--- config.mk ---
export PLATFORM = sky130hd
export DESIGN_NAME = pulse_channel_with_sweep
export DESIGN_NICKNAME = d
export VERILOG_FILES = /design/src/rtl/core/pcws_pkg.sv /design/src/rtl/core/pcws_ctrl.sv /design/src/rtl/core/pcws_dp.sv /design/src/rtl/core/pulse_channel_with_sweep.sv
export SDC_FILE = /design/constraint.sdc
export NUM_CORES = 1
export LEC_CHECK = 0
export BUFFER_PORTS_ARGS = -buffer_cell sky130_fd_sc_hd__buf_2
export CAP_MARGIN = 20
export CORE_ASPECT_RATIO = 0.75
export CORE_UTILIZATION = 60
export CTS_BUF_LIST = sky130_fd_sc_hd__clkbuf_16
export DETAILED_ROUTE_END_ITERATION = 7
export PLACE_DENSITY = 0.79
export SLEW_MARGIN = 10
export SYNTH_ARGS = -nofsm -noshare
export SYNTH_HDL_FRONTEND = slang
export SYNTH_HIERARCHICAL = 1
export SYNTH_SLANG_ARGS = --single-unit
--- constraint.sdc ---
create_clock -name clk -period 11 [get_ports clk]
set_clock_uncertainty 0.15 [all_clocks]
set_input_delay 1.1 -clock clk [delete_from_list [all_inputs] [get_ports clk]]
set_output_delay 1.1 -clock clk [all_outputs]
set_load 0.005 [all_outputs]
--- src/rtl/core/pcws_pkg.sv ---
// Package: shared types and constants for the pulse channel with sweep.
`default_nettype none
package pcws_pkg;
	localparam int unsigned PERIOD_BASE = 2048;
	localparam int unsigned TIMER_SCALE = 4;
	localparam int unsigned LENGTH_FULL = 64;
	localparam int unsigned CNT_W = 18;
	localparam int unsigned DIV_W = 16;

	localparam logic [1:0] OP_TICK    = 2'd0;
	localparam logic [1:0] OP_FRAME   = 2'd1;
	localparam logic [1:0] OP_TRIGGER = 2'd2;
	localparam logic [1:0] OP_UNKNOWN = 2'd3;

	localparam logic [2:0] CFG_SWEEP    = 3'd0;
	localparam logic [2:0] CFG_ENVELOPE = 3'd1;
	localparam logic [2:0] CFG_DUTY     = 3'd2;
	localparam logic [2:0] CFG_PERIOD   = 3'd3;
	localparam logic [2:0] CFG_LENGTH   = 3'd4;
	localparam logic [2:0] CFG_PATTERNS = 3'd5;

	localparam logic [31:0] PATTERNS_RESET = 32'h7EE1_8180;

	typedef struct packed {
		logic       start;
		logic [1:0] op;
		logic       evaluate;
		logic       div_step;
		logic       finish;
	} pcws_cmd_t;

	typedef struct packed {
		logic need_div;
		logic div_last;
	} pcws_sts_t;
endpackage
`default_nettype wire

--- src/rtl/core/pcws_ctrl.sv ---
// Controller: sequences one item through evaluate, divide and result phases.
`default_nettype none
module pcws_ctrl
	import pcws_pkg::*;
(
	input  wire logic      clk,
	input  wire logic      arst_n,
	input  wire logic      in_fire,
	input  wire logic [1:0] in_op,
	input  wire pcws_sts_t sts,
	input  wire logic      out_free,
	output logic           busy,
	output pcws_cmd_t      cmd
);
	typedef enum logic [3:0] {
		ST_IDLE = 4'b0001,
		ST_EVAL = 4'b0010,
		ST_DIV  = 4'b0100,
		ST_DONE = 4'b1000
	} state_t;

	state_t state_q;

	always_ff @(posedge clk or negedge arst_n) begin
		if (!arst_n) begin
			state_q <= ST_IDLE;
		end else begin
			case (state_q)
				ST_IDLE: if (in_fire) state_q <= ST_EVAL;
				ST_EVAL: state_q <= sts.need_div ? ST_DIV : ST_DONE;
				ST_DIV:  if (sts.div_last) state_q <= ST_DONE;
				ST_DONE: if (out_free) state_q <= ST_IDLE;
				default: state_q <= ST_IDLE;
			endcase
		end
	end

	always_comb begin
		cmd.start    = in_fire;
		cmd.op       = in_op;
		cmd.evaluate = (state_q == ST_EVAL);
		cmd.div_step = (state_q == ST_DIV);
		cmd.finish   = (state_q == ST_DONE) && out_free;
		busy         = (state_q != ST_IDLE);
	end
endmodule
`default_nettype wire

--- src/rtl/core/pcws_dp.sv ---
// Datapath: channel state, reload divider, sweep, envelope and length logic.
`default_nettype none
module pcws_dp
	import pcws_pkg::*;
(
	input  wire logic        clk,
	input  wire logic        arst_n,
	input  wire pcws_cmd_t   cmd,
	input  wire logic [15:0] in_cycles,
	input  wire logic [2:0]  in_step,
	input  wire logic [6:0]  sweep_ctl,
	input  wire logic [7:0]  env_ctl,
	input  wire logic [1:0]  duty_sel,
	input  wire logic [10:0] period_set,
	input  wire logic        len_en,
	input  wire logic [31:0] patterns,
	output pcws_sts_t        sts,
	output logic [3:0]       sample,
	output logic             chan_on,
	output logic [10:0]      cur_period
);
	logic               enabled_q, sweep_on_q;
	logic [10:0]        period_q, shadow_q;
	logic signed [CNT_W-1:0] cnt_q;
	logic [1:0]         dtype_q;
	logic [2:0]         dpos_q, env_cnt_q;
	logic [3:0]         vol_q, sw_cnt_q, sample_q;
	logic [6:0]         len_q;
	logic [1:0]         op_q;
	logic [15:0]        cycles_q;
	logic [2:0]         step_q;
	logic               need_div_q;
	// divider
	logic [DIV_W-1:0]   dvd_q, quo_q;
	logic [CNT_W-1:0]   rem_q;
	logic [CNT_W-1:0]   dvs_q;
	logic [4:0]         dcnt_q;

	logic conv_on;
	assign conv_on = |env_ctl[7:3];

	logic [CNT_W-1:0] reload_set;
	assign reload_set = CNT_W'(PERIOD_BASE - 32'(period_set)) * CNT_W'(TIMER_SCALE);

	logic signed [CNT_W-1:0] cnt_sub;
	assign cnt_sub = cnt_q - $signed({2'b00, cycles_q});

	logic need_div_now;
	assign need_div_now = (op_q == OP_TICK) && enabled_q && conv_on && (cnt_sub <= 0);

	// sweep arithmetic on shadow, and for a trigger on the set period
	logic [11:0] sw_off, sw_next;
	assign sw_off  = {1'b0, shadow_q >> sweep_ctl[2:0]};
	assign sw_next = sweep_ctl[3] ? ({1'b0, shadow_q} - sw_off) : ({1'b0, shadow_q} + sw_off);

	logic [11:0] sw_off2, sw_next2;
	assign sw_off2  = {1'b0, sw_next[10:0] >> sweep_ctl[2:0]};
	assign sw_next2 = sweep_ctl[3] ? ({1'b0, sw_next[10:0]} - sw_off2)
	                               : ({1'b0, sw_next[10:0]} + sw_off2);

	logic [11:0] tr_off, tr_next;
	assign tr_off  = {1'b0, period_set >> sweep_ctl[2:0]};
	assign tr_next = sweep_ctl[3] ? ({1'b0, period_set} - tr_off) : ({1'b0, period_set} + tr_off);

	logic [CNT_W-1:0] rem_try;
	assign rem_try = {rem_q[CNT_W-2:0], dvd_q[DIV_W-1]};

	logic [2:0] pos_new;
	assign pos_new = dpos_q + quo_q[2:0] + 3'd1;

	assign sts.need_div = need_div_now;
	assign sts.div_last = (dcnt_q == 5'd1);

	logic [2:0] pos_sel;
	always_comb begin
		pos_sel = need_div_q ? pos_new : dpos_q;
	end

	// next state for a frame step: length first, then sweep or envelope
	logic        fr_en;
	logic [6:0]  fr_len;
	logic [3:0]  fr_sw_cnt, fr_vol, sw_dec;
	logic [10:0] fr_shadow, fr_period;
	logic [2:0]  fr_env_cnt, env_inc;
	always_comb begin
		fr_en      = enabled_q;
		fr_len     = len_q;
		fr_sw_cnt  = sw_cnt_q;
		fr_shadow  = shadow_q;
		fr_period  = period_q;
		fr_env_cnt = env_cnt_q;
		fr_vol     = vol_q;
		sw_dec     = (sw_cnt_q != 4'd0) ? sw_cnt_q - 4'd1 : 4'd0;
		env_inc    = env_cnt_q + 3'd1;
		if (!step_q[0] && len_en && len_q != 7'd0) begin
			fr_len = len_q - 7'd1;
			if (len_q == 7'd1) fr_en = 1'b0;
		end
		if (fr_en && (step_q == 3'd2 || step_q == 3'd6)) begin
			fr_sw_cnt = sw_dec;
			if (sw_dec == 4'd0) begin
				fr_sw_cnt = (sweep_ctl[6:4] != 3'd0) ? {1'b0, sweep_ctl[6:4]} : 4'd8;
				if (sweep_on_q && sweep_ctl[6:4] != 3'd0) begin
					if (sw_next > 12'd2047) begin
						fr_en = 1'b0;
					end else if (sweep_ctl[2:0] != 3'd0) begin
						fr_shadow = sw_next[10:0];
						fr_period = sw_next[10:0];
						if (sw_next2 > 12'd2047) fr_en = 1'b0;
					end
				end
			end
		end
		if (fr_en && step_q == 3'd7 && env_ctl[2:0] != 3'd0) begin
			if (env_inc >= env_ctl[2:0]) begin
				fr_env_cnt = 3'd0;
				if (env_ctl[3] && vol_q != 4'hF) fr_vol = vol_q + 4'd1;
				else if (!env_ctl[3] && vol_q != 4'd0) fr_vol = vol_q - 4'd1;
			end else begin
				fr_env_cnt = env_inc;
			end
		end
	end

	always_ff @(posedge clk or negedge arst_n) begin
		if (!arst_n) begin
			enabled_q <= 1'b0; sweep_on_q <= 1'b0; period_q <= '0; shadow_q <= '0;
			cnt_q <= '0; dtype_q <= '0; dpos_q <= '0; env_cnt_q <= '0; vol_q <= '0;
			sw_cnt_q <= '0; len_q <= '0; sample_q <= '0; need_div_q <= 1'b0;
			op_q <= '0; cycles_q <= '0; step_q <= '0;
			dvd_q <= '0; quo_q <= '0; rem_q <= '0; dvs_q <= '0; dcnt_q <= '0;
		end else begin
			if (cmd.start) begin
				op_q <= cmd.op; cycles_q <= in_cycles; step_q <= in_step;
				need_div_q <= 1'b0;
			end
			if (cmd.evaluate) begin
				case (op_q)
					OP_TICK: begin
						if (need_div_now) begin
							period_q   <= period_set;
							dvs_q      <= reload_set;
							dvd_q      <= DIV_W'(-cnt_sub);
							rem_q      <= '0;
							quo_q      <= '0;
							dcnt_q     <= 5'(DIV_W);
							need_div_q <= 1'b1;
						end else if (enabled_q && conv_on) begin
							cnt_q <= cnt_sub;
						end
					end
					OP_FRAME: begin
						enabled_q <= fr_en;
						len_q     <= fr_len;
						sw_cnt_q  <= fr_sw_cnt;
						shadow_q  <= fr_shadow;
						period_q  <= fr_period;
						env_cnt_q <= fr_env_cnt;
						vol_q     <= fr_vol;
					end
					OP_TRIGGER: begin
						period_q   <= period_set;
						vol_q      <= env_ctl[7:4];
						dtype_q    <= duty_sel;
						dpos_q     <= 3'd0;
						cnt_q      <= $signed(reload_set);
						if (len_q == 7'd0) len_q <= 7'(LENGTH_FULL);
						env_cnt_q  <= 3'd0;
						shadow_q   <= period_set;
						sw_cnt_q   <= (sweep_ctl[6:4] != 3'd0) ? {1'b0, sweep_ctl[6:4]} : 4'd8;
						sweep_on_q <= (sweep_ctl[6:4] != 3'd0) || (sweep_ctl[2:0] != 3'd0);
						enabled_q  <= conv_on && !((sweep_ctl[2:0] != 3'd0) && tr_next > 12'd2047);
					end
					default: ;
				endcase
			end
			if (cmd.div_step) begin
				if (rem_try >= dvs_q) begin
					rem_q <= rem_try - dvs_q;
					quo_q <= {quo_q[DIV_W-2:0], 1'b1};
				end else begin
					rem_q <= rem_try;
					quo_q <= {quo_q[DIV_W-2:0], 1'b0};
				end
				dvd_q  <= {dvd_q[DIV_W-2:0], 1'b0};
				dcnt_q <= dcnt_q - 5'd1;
			end
			if (cmd.finish) begin
				need_div_q <= 1'b0;
				if (need_div_q) begin
					// remainder r = (-cnt) mod reload; new cnt = reload - r
					cnt_q  <= $signed(dvs_q - rem_q);
					dpos_q <= pos_new;
				end
				if (op_q == OP_TICK) begin
					if (!(enabled_q && conv_on)) sample_q <= 4'd0;
					else sample_q <= patterns[{dtype_q, pos_sel}] ? vol_q : 4'd0;
				end
			end
		end
	end

	assign sample     = sample_q;
	assign chan_on    = enabled_q;
	assign cur_period = period_q;
endmodule
`default_nettype wire

--- src/rtl/core/pulse_channel_with_sweep.sv ---
// Top level: square channel with sweep, envelope and length counter.
//
// Channels: s_axis carries one word per item: tdata = {frame_step, cycles},
// tuser = op (0 tick, 1 frame step, 2 trigger). m_axis returns one word per
// item: tdata = {current_period, channel_on, sample}. cfg writes register
// cfg_index with cfg_data; write only while the block is idle.
// Flow: a frame step or trigger passes the evaluate and done states; a tick whose
// timer runs out also steps the bit-serial reload divider. Items go one at a
// time, and the divider sets the worst case.
// Reset clears all channel state; the channel starts disabled and silent.
// When m_axis_tready is low the result holds in its register; one more item
// may be taken, but it waits in the done state until the result leaves.
`default_nettype none
module pulse_channel_with_sweep
	import pcws_pkg::*;
(
	input  wire logic        clk,
	input  wire logic        arst_n,
	input  wire logic        s_axis_tvalid,
	output logic             s_axis_tready,
	input  wire logic [23:0] s_axis_tdata,  // cycles[15:0], frame_step[18:16]
	input  wire logic [1:0]  s_axis_tuser,  // op[1:0]
	output logic             m_axis_tvalid,
	input  wire logic        m_axis_tready,
	output logic [15:0]      m_axis_tdata,  // sample[3:0], channel_on[4], period[15:5]
	input  wire logic        cfg_valid,
	output logic             cfg_ready,
	input  wire logic [2:0]  cfg_index,
	input  wire logic [31:0] cfg_data
);
	logic [6:0]  sweep_ctl_q;
	logic [7:0]  env_ctl_q;
	logic [1:0]  duty_sel_q;
	logic [10:0] period_set_q;
	logic        len_en_q;
	logic [31:0] patterns_q;

	assign cfg_ready = 1'b1;
	always_ff @(posedge clk or negedge arst_n) begin
		if (!arst_n) begin
			sweep_ctl_q <= '0; env_ctl_q <= '0; duty_sel_q <= '0;
			period_set_q <= '0; len_en_q <= 1'b0; patterns_q <= PATTERNS_RESET;
		end else if (cfg_valid) begin
			case (cfg_index)
				CFG_SWEEP:    sweep_ctl_q  <= cfg_data[6:0];
				CFG_ENVELOPE: env_ctl_q    <= cfg_data[7:0];
				CFG_DUTY:     duty_sel_q   <= cfg_data[1:0];
				CFG_PERIOD:   period_set_q <= cfg_data[10:0];
				CFG_LENGTH:   len_en_q     <= cfg_data[0];
				CFG_PATTERNS: patterns_q   <= cfg_data;
				default: ;
			endcase
		end
	end

	logic      busy, in_fire, out_free;
	pcws_cmd_t cmd;
	pcws_sts_t sts;
	logic [3:0]  sample;
	logic        chan_on;
	logic [10:0] cur_period;

	assign s_axis_tready = !busy;
	assign in_fire  = s_axis_tvalid && s_axis_tready;
	assign out_free = !m_axis_tvalid || m_axis_tready;

	pcws_ctrl u_ctrl (
		.clk(clk), .arst_n(arst_n), .in_fire(in_fire), .in_op(s_axis_tuser),
		.sts(sts), .out_free(out_free), .busy(busy), .cmd(cmd)
	);

	pcws_dp u_dp (
		.clk(clk), .arst_n(arst_n), .cmd(cmd),
		.in_cycles(s_axis_tdata[15:0]), .in_step(s_axis_tdata[18:16]),
		.sweep_ctl(sweep_ctl_q), .env_ctl(env_ctl_q), .duty_sel(duty_sel_q),
		.period_set(period_set_q), .len_en(len_en_q), .patterns(patterns_q),
		.sts(sts), .sample(sample), .chan_on(chan_on), .cur_period(cur_period)
	);

	// hold the word until taken; load once the datapath has settled
	logic fin_q;
	always_ff @(posedge clk or negedge arst_n) begin
		if (!arst_n) begin
			m_axis_tvalid <= 1'b0;
			fin_q         <= 1'b0;
		end else begin
			fin_q <= cmd.finish;
			if (fin_q) m_axis_tvalid <= 1'b1;
			else if (m_axis_tready) m_axis_tvalid <= 1'b0;
		end
	end

	always_ff @(posedge clk) begin
		if (fin_q) m_axis_tdata <= {cur_period, chan_on, sample};
	end
endmodule
`default_nettype wire

# --- Yosys cells after proc, flatten, opt, wreduce, memory -nomap -nowiden ---
# Index checks and enable logic that the tools add are counted.
classes:
  add_sub_neg: 19
  magnitude_cmp: 7
  n_eq_ne: 32
  shift: 3
  muxes: 81
  reduce_logical: 59
op_table:
  columns: ["cell", "count"]
  rows:
  - ["two-way mux 18 bit", 10]
  - ["two-way mux 11 bit", 6]
  - ["two-way mux 16 bit", 4]
  - ["two-way mux 4 bit", 14]
  - ["adder 11 x 11 -> 12 bit", 3]
  - ["greater-than comparator 12 x 11 -> 1 bit, second input constant", 3]
  - ["two-way mux 12 bit", 3]
  - ["one-hot mux 18 bit (2 select lines)", 1]
  - ["subtractor 11 x 11 -> 12 bit", 3]
  - ["subtractor 18 bit", 2]
  - ["two-way mux 3 bit", 11]
  - ["one-hot mux 11 bit (3 select lines)", 1]
  - [">> shifter 11 x 3 -> 11 bit", 3]
  - ["!= test 2 x 1 -> 1 bit, second input constant", 11]
  - ["one-hot mux 11 bit (2 select lines)", 1]
  - ["two-way mux 5 bit", 4]
  - ["greater-or-equal comparator 18 bit", 1]
  - ["<= comparator 18 x 1 -> 1 bit, second input constant", 1]
  - ["AND reduction 2 bit", 9]
  - ["subtractor 18 x 17 -> 18 bit", 1]
  - ["two-way mux 1 bit", 17]
  - ["logical AND 1 bit", 16]
  - ["negator 16 bit", 1]
  - ["one-hot mux 4 bit (2 select lines)", 2]
  - ["46 further kinds", 73]
word_totals:
  reg_bits: 232
  inputBits: 66
  out_inout_bits: 19
  wordCells: 232

# --- Logic depth before layout (Yosys ltp) ---
depth:
  depth_word: 17
  ltp_mapped: 36
  ltp_nobuf: 31

# --- Modules after synthesis ---
# The synthesis kept the hierarchy.
by_module_without_submodules:
  columns: ["mod", "instances", "cells_each", "area_each_um2", "seq_area_each_um2"]
  rows:
  - ["pcws_dp", 1, 1574, 12979.9, 3628.5]
  - ["pulse_channel_with_sweep", 1, 157, 2934.1, 2073.2]
  - ["pcws_ctrl", 1, 32, 286.5, 101.3]

# --- Worst setup path before layout ---
# Ideal clock, no wire load.
synth_timing:
  path_type: "register to register"
  from: "register sweep_ctl_q[2]"
  to: "register u_dp.enabled_q, in the netlist u_dp/chan_on"
  setup_time_ns: 0.133
  t_arrival_ns: 6.558
  t_required_ns: 10.717
  path_slack_ns: 4.159
  path_stages_with_launch: 35
  n_path_buf: 5
  synth_period_minus_slack_ns: 6.841
  cell_sequence: "dfrtp_1 clkbuf_1 clkinv_1 buf_1 clkbuf_1 clkbuf_1 a31oi_1 ha_1 and2_1 a21oi_1 xnor2_1 ha_1 buf_2 o211ai_1 a211oi_1 or3_1 nand2_1 inv_1 mux4_2 a22o_1 inv_1 ha_1 nand2_1 o21ai_0 xor2_1 ha_1 a21oi_1 o21ai_0 a21oi_1 nor2b_1 o2111ai_1 and3b_1 a221oi_1 a31o_1 a31oi_1"
synth_via:
  elab_chain_len: 14
  elab_cells_between_ends: 26
  cone_classes: "6 x add/sub; 3 x order compare; 3 x shift; 10 x mux; 4 x reduce/logical"
synth_lines:
  columns: ["item", "line_no", "text"]
  rows:
  - ["start, declared", "pulse_channel_with_sweep.sv:31", "logic [6:0] sweep_ctl_q;"]
  - ["start signal, assigned", "pulse_channel_with_sweep.sv:45", "CFG_SWEEP: sweep_ctl_q <= cfg_data[6:0];"]
  - [">> shifter 11 x 3 -> 11 bit", "pcws_dp.sv:53", "assign sw_off = {1'b0, shadow_q >> sweep_ctl[2:0]};"]
  - ["adder 11 x 11 -> 12 bit / subtractor 11 x 11 -> 12 bit (equally long branches)", "pcws_dp.sv:54", "assign sw_next = sweep_ctl[3] ? ({1'b0, shadow_q} - sw_off) : ({1'b0, shadow_q} + sw_off);"]
  - ["two-way mux 12 bit", "pcws_dp.sv:54", null]
  - [">> shifter 11 x 3 -> 11 bit", "pcws_dp.sv:57", "assign sw_off2 = {1'b0, sw_next[10:0] >> sweep_ctl[2:0]};"]
  - ["adder 11 x 11 -> 12 bit / subtractor 11 x 11 -> 12 bit (equally long branches)", "pcws_dp.sv:59, pcws_dp.sv:58", null]
  - ["two-way mux 12 bit", "pcws_dp.sv:58", "assign sw_next2 = sweep_ctl[3] ? ({1'b0, sw_next[10:0]} - sw_off2)"]
  - ["greater-than comparator 12 x 11 -> 1 bit", "pcws_dp.sv:109", "if (sw_next2 > 12'd2047) fr_en = 1'b0;"]
  - ["two-way mux 1 bit", "pcws_dp.sv:109", null]
  - ["two-way mux 1 bit", "pcws_dp.sv:106", "end else if (sweep_ctl[2:0] != 3'd0) begin"]
  - ["two-way mux 1 bit", "pcws_dp.sv:104", "if (sw_next > 12'd2047) begin"]
  - ["two-way mux 1 bit", "pcws_dp.sv:103", "if (sweep_on_q && sweep_ctl[6:4] != 3'd0) begin"]
  - ["two-way mux 1 bit", "pcws_dp.sv:101", "if (sw_dec == 4'd0) begin"]
  - ["two-way mux 1 bit", "pcws_dp.sv:99", "if (fr_en && (step_q == 3'd2 || step_q == 3'd6)) begin"]
  - ["one-hot mux 1 bit (2 select lines) *", "pcws_dp.sv:138", "case (op_q)"]
  - ["end signal, assigned", "pcws_dp.sv:153", "enabled_q <= fr_en;"]
  - ["end signal, assigned", "pcws_dp.sv:172", "enabled_q <= conv_on && !((sweep_ctl[2:0] != 3'd0) && tr_next > 12'd2047);"]
  - ["end, declared", "pcws_dp.sv:22", "logic enabled_q, sweep_on_q;"]
# Every way passes the cells marked *; elsewhere a longest branch is shown, timed or not.
# A chain may end at the register's enable or synchronous reset.

# --- Worst setup path in the final report ---
layout_timing:
  from: "register sweep_ctl_q[1]"
  to: "register u_dp.enabled_q, in the netlist u_dp/chan_on"
# Same word-level chain as after synthesis.

==> flow_summary.toml <==
[outcome]
outcome = "completed"

[yosys]
synth-edff-count = 16
synth_area_leaders = "dfrtp_1 (31%), ha_1 (7.3%), mux2_2 (5.4%)"
yosysSeqAreaShare_pct = 35.8
synthesis.area_per_instance_um2 = 9.19
syn_area_um2 = 16200
synth_area_leader_cell = "dfrtp_1"
synth_most_common_cell = "dfrtp_1"
synth-seq-cells = 228
yosysUniqueCellTypes = 99
synth-async-reset-ratio_pct = 93.0
syn_nets = 1928
synth.top_cells.by_count = "dfrtp_1 (198), nand2_1 (164), o21ai_0 (131), nor2_1 (125), a21oi_1 (121)"
synth_top_area_share_pct = 30.6
synth_ff_type = "dfrtp_1"
ys_warn_count = 6
netlist_instances = 1763

[global_route]
grt_use_total_pct = 30.0
grt_max_degree = 81
grt_pass1_wl_um = 65500
antenna_found_initial = 1
grt_overflow_total = 0
first_global_vias = 12278

[power]
p_total_uw = 5330
p_per_area_nw_per_um2 = 306
p_leak_uw = 0.00766
peakVddDrop_v = 0.000203

[flow_run]
drv_cap = 0

[layout]
nFillCells = 2084
syn_to_final_growth_pct = 7.57
final_nets = 1950
drive_above_1_share_pct = 15.2
final_area_um2 = 17400
diodes = 0

[detailed_routing]
wl_met3_um = 4170
dr.pass1.iters = 5
top_layer = "met4"
drt_iter0_drc = 1359
via_per_inst = 6.34
ant_nets = 0
wl_met1_um = 19600
routed_wl_um = 41500
wl_met2_um = 17100
drc = 0
wl_per_cell_um = 19.4
vias = 13590

[placement]
dp_hpwl_um = 29700
gp_congestion = 0.922
port_buffers = 78
placed_area_um2 = 16700

[critical_path]
rrSetupSlack_ns = 2.85
critPathBufInv = 3
crit_fanout = 41
crit_type = "register to register"
cp_slowest_cell = "or4_1"
path_delay_family = "compound AO/OA/AOI/OAI gates"
cpPeakStageDelay_ns = 0.55
setup.worst_path.end_class = "register"
required_ns = 11.24
cp_common_cell = "a21oi_1"
cp-start-kind = "register"
arrival_ns = 8.40

[sta]
fin_crit_sh_pct = 74.1
worst_pin_slew_ns = 1.01
report.final.setup_viol = 0
layout_min_cycle_time_ns = 8.15
slew_viol_final = 0
tns_ns = 0
finalHoldViolations = 0
fmax_mhz = 123
rsz0062_at_grt = "false"
slew_headroom_pct = 32.0

[clock_network]
clk_latency_ns = 0.53
cts_setup_buffers = 0
path_clk_slew_ns = 0.06
holdBufCountCts = 0
numCtsBuffers = 23
cts_resized = 0
h-tree-depth = 1
clockBufferDepth = 3
root_buffer = "clkbuf_16"
tritoncts = "built"
clock-sinks = 228

[die]
core_region_area_um2 = 26200
initial_utilization_pct = 61.8
fp-row-count = 51
die_area_um2 = 27700
die_y_um = 144
die_w_um = 192
ios = 85

[hold_path]
min_path_type = "register to register"
## through the flow
stage	hold slack, ns	instances	util (%)	setup WS, ns
floorplan	0.268	1763	-	4.16
global placement	0.277	2102	63.6	3.24
detailed placement	0.282	2102	63.6	3.02
CTS	0.298	2143	66.2	2.95
global route	0.304	2145	66.4	2.20
finish	0.294	2145	66.4	2.85
## cells by family after synthesis
logic type,count (synthesis),share of synthesized area (%)
DFF,228,35.8
AOI/OAI and AO/OA,446,17.4
adders and majority gates,99,7.88
and+or+nand+nor,537,16.8
xor gates and xnor gates,92,4.97
muxes,154,11.7
buffers and inverters,206,5.36
other,1,0.0231
## final cells by class
class                           count  area, um2  share of cell area [%]
Multi-Input combinational cell   1329       9540                    54.7
Timing Repair Buffer               93        552                    3.17
Clock inverter                     18        116                   0.668
Sequential cell                   228       5800                    33.3
Tap cell                          344        430                    2.47
Inverter                          110        413                    2.37
Clock buffer                       23        576                    3.30
## layout by cell type (no fill, tap or decap), types with 7 or more instances in the layout
master,synthesis,final
and4_1,7,7
o21ai_1,7,7
nand4_1,9,9
and2_1,14,14
a221oi_1,9,9
nand2_1,164,164
ha_1,94,94
nor2_1,125,125
a31oi_1,19,19
o31a_1,7,7
xor2_1,40,40
o211ai_1,15,15
dfstp_2,14,14
mux2_2,77,77
nand3_1,21,21
dfrtp_1,198,198
a21o_1,25,25
nor3b_1,10,10
buf_4,11,13
nor2b_1,28,27
nand2b_1,19,19
and3_1,21,21
xnor2_1,52,52
a21oi_1,121,121
buf_2,13,77
inv_1,107,110
nor3_1,52,51
or2_2,8,8
clkinv_2,0,7
o31ai_1,23,23
edfxtp_1,16,16
mux4_2,20,20
clkbuf_16,0,23
mux2i_1,45,45
nor4_1,9,9
mux2_1,12,12
o21ai_0,131,131
a211oi_1,12,12
o21a_1,13,13
or3_1,15,15
## where the power goes
group	internal [uW]	switching [uW]	leakage [uW]	total, uW
combinational	1310	2030	0.00447	3340
sequential	1040	204	0.00284	1250
clock	405	337	0.000356	743
## state kept, by name, summed over array words and instances, names as in the netlist, 11 cells and up
register and cells:
patterns_q 32, u_dp/dvd_q 16, u_dp/rem_q 18, u_dp/cnt_q 18, u_dp/dvs_q 12, u_dp/cycles_q 16
m_axis_tdata 16, u_dp/cur_period 11, u_dp/shadow_q 11, period_set_q 11
## path summary, 6_finish.rpt
check	start	endpoint	cells past startpoint
min in group asynchronous	arst_n	u_dp/cycles_q[12]	1
worst min-delay path	u_dp/cur_period[5]	m_axis_tdata[10]	0
max in group asynchronous	arst_n	patterns_q[12]	2
worst min register to register	u_dp/cur_period[5]	m_axis_tdata[10]	0
worst max register to register	sweep_ctl_q[1]	u_dp/chan_on	31
worst max-delay path	sweep_ctl_q[1]	u_dp/chan_on	31
## metal layers
metal	up-vias	GRT usage [%]
met5	-	0
met4	0	6.18
met3	55	5.29
met2	626	42.4
met1	6549	47.4
li1	6360	-
## worst reg2reg max path: cells and delay by family, from the launching register on
family                   cells  cell delay (ns)
AO/OA/AOI/OAI               13             2.65
XOR/XNOR                     2             0.38
adder cells (fa/ha/maj)      3             0.82
buffers and inverters        3             0.68
flip-flops                   1             0.53
multiplexers                 3             0.95
AND/OR/NAND/NOR              7             1.86
Note: power is estimated with default switching activity, not from simulation.
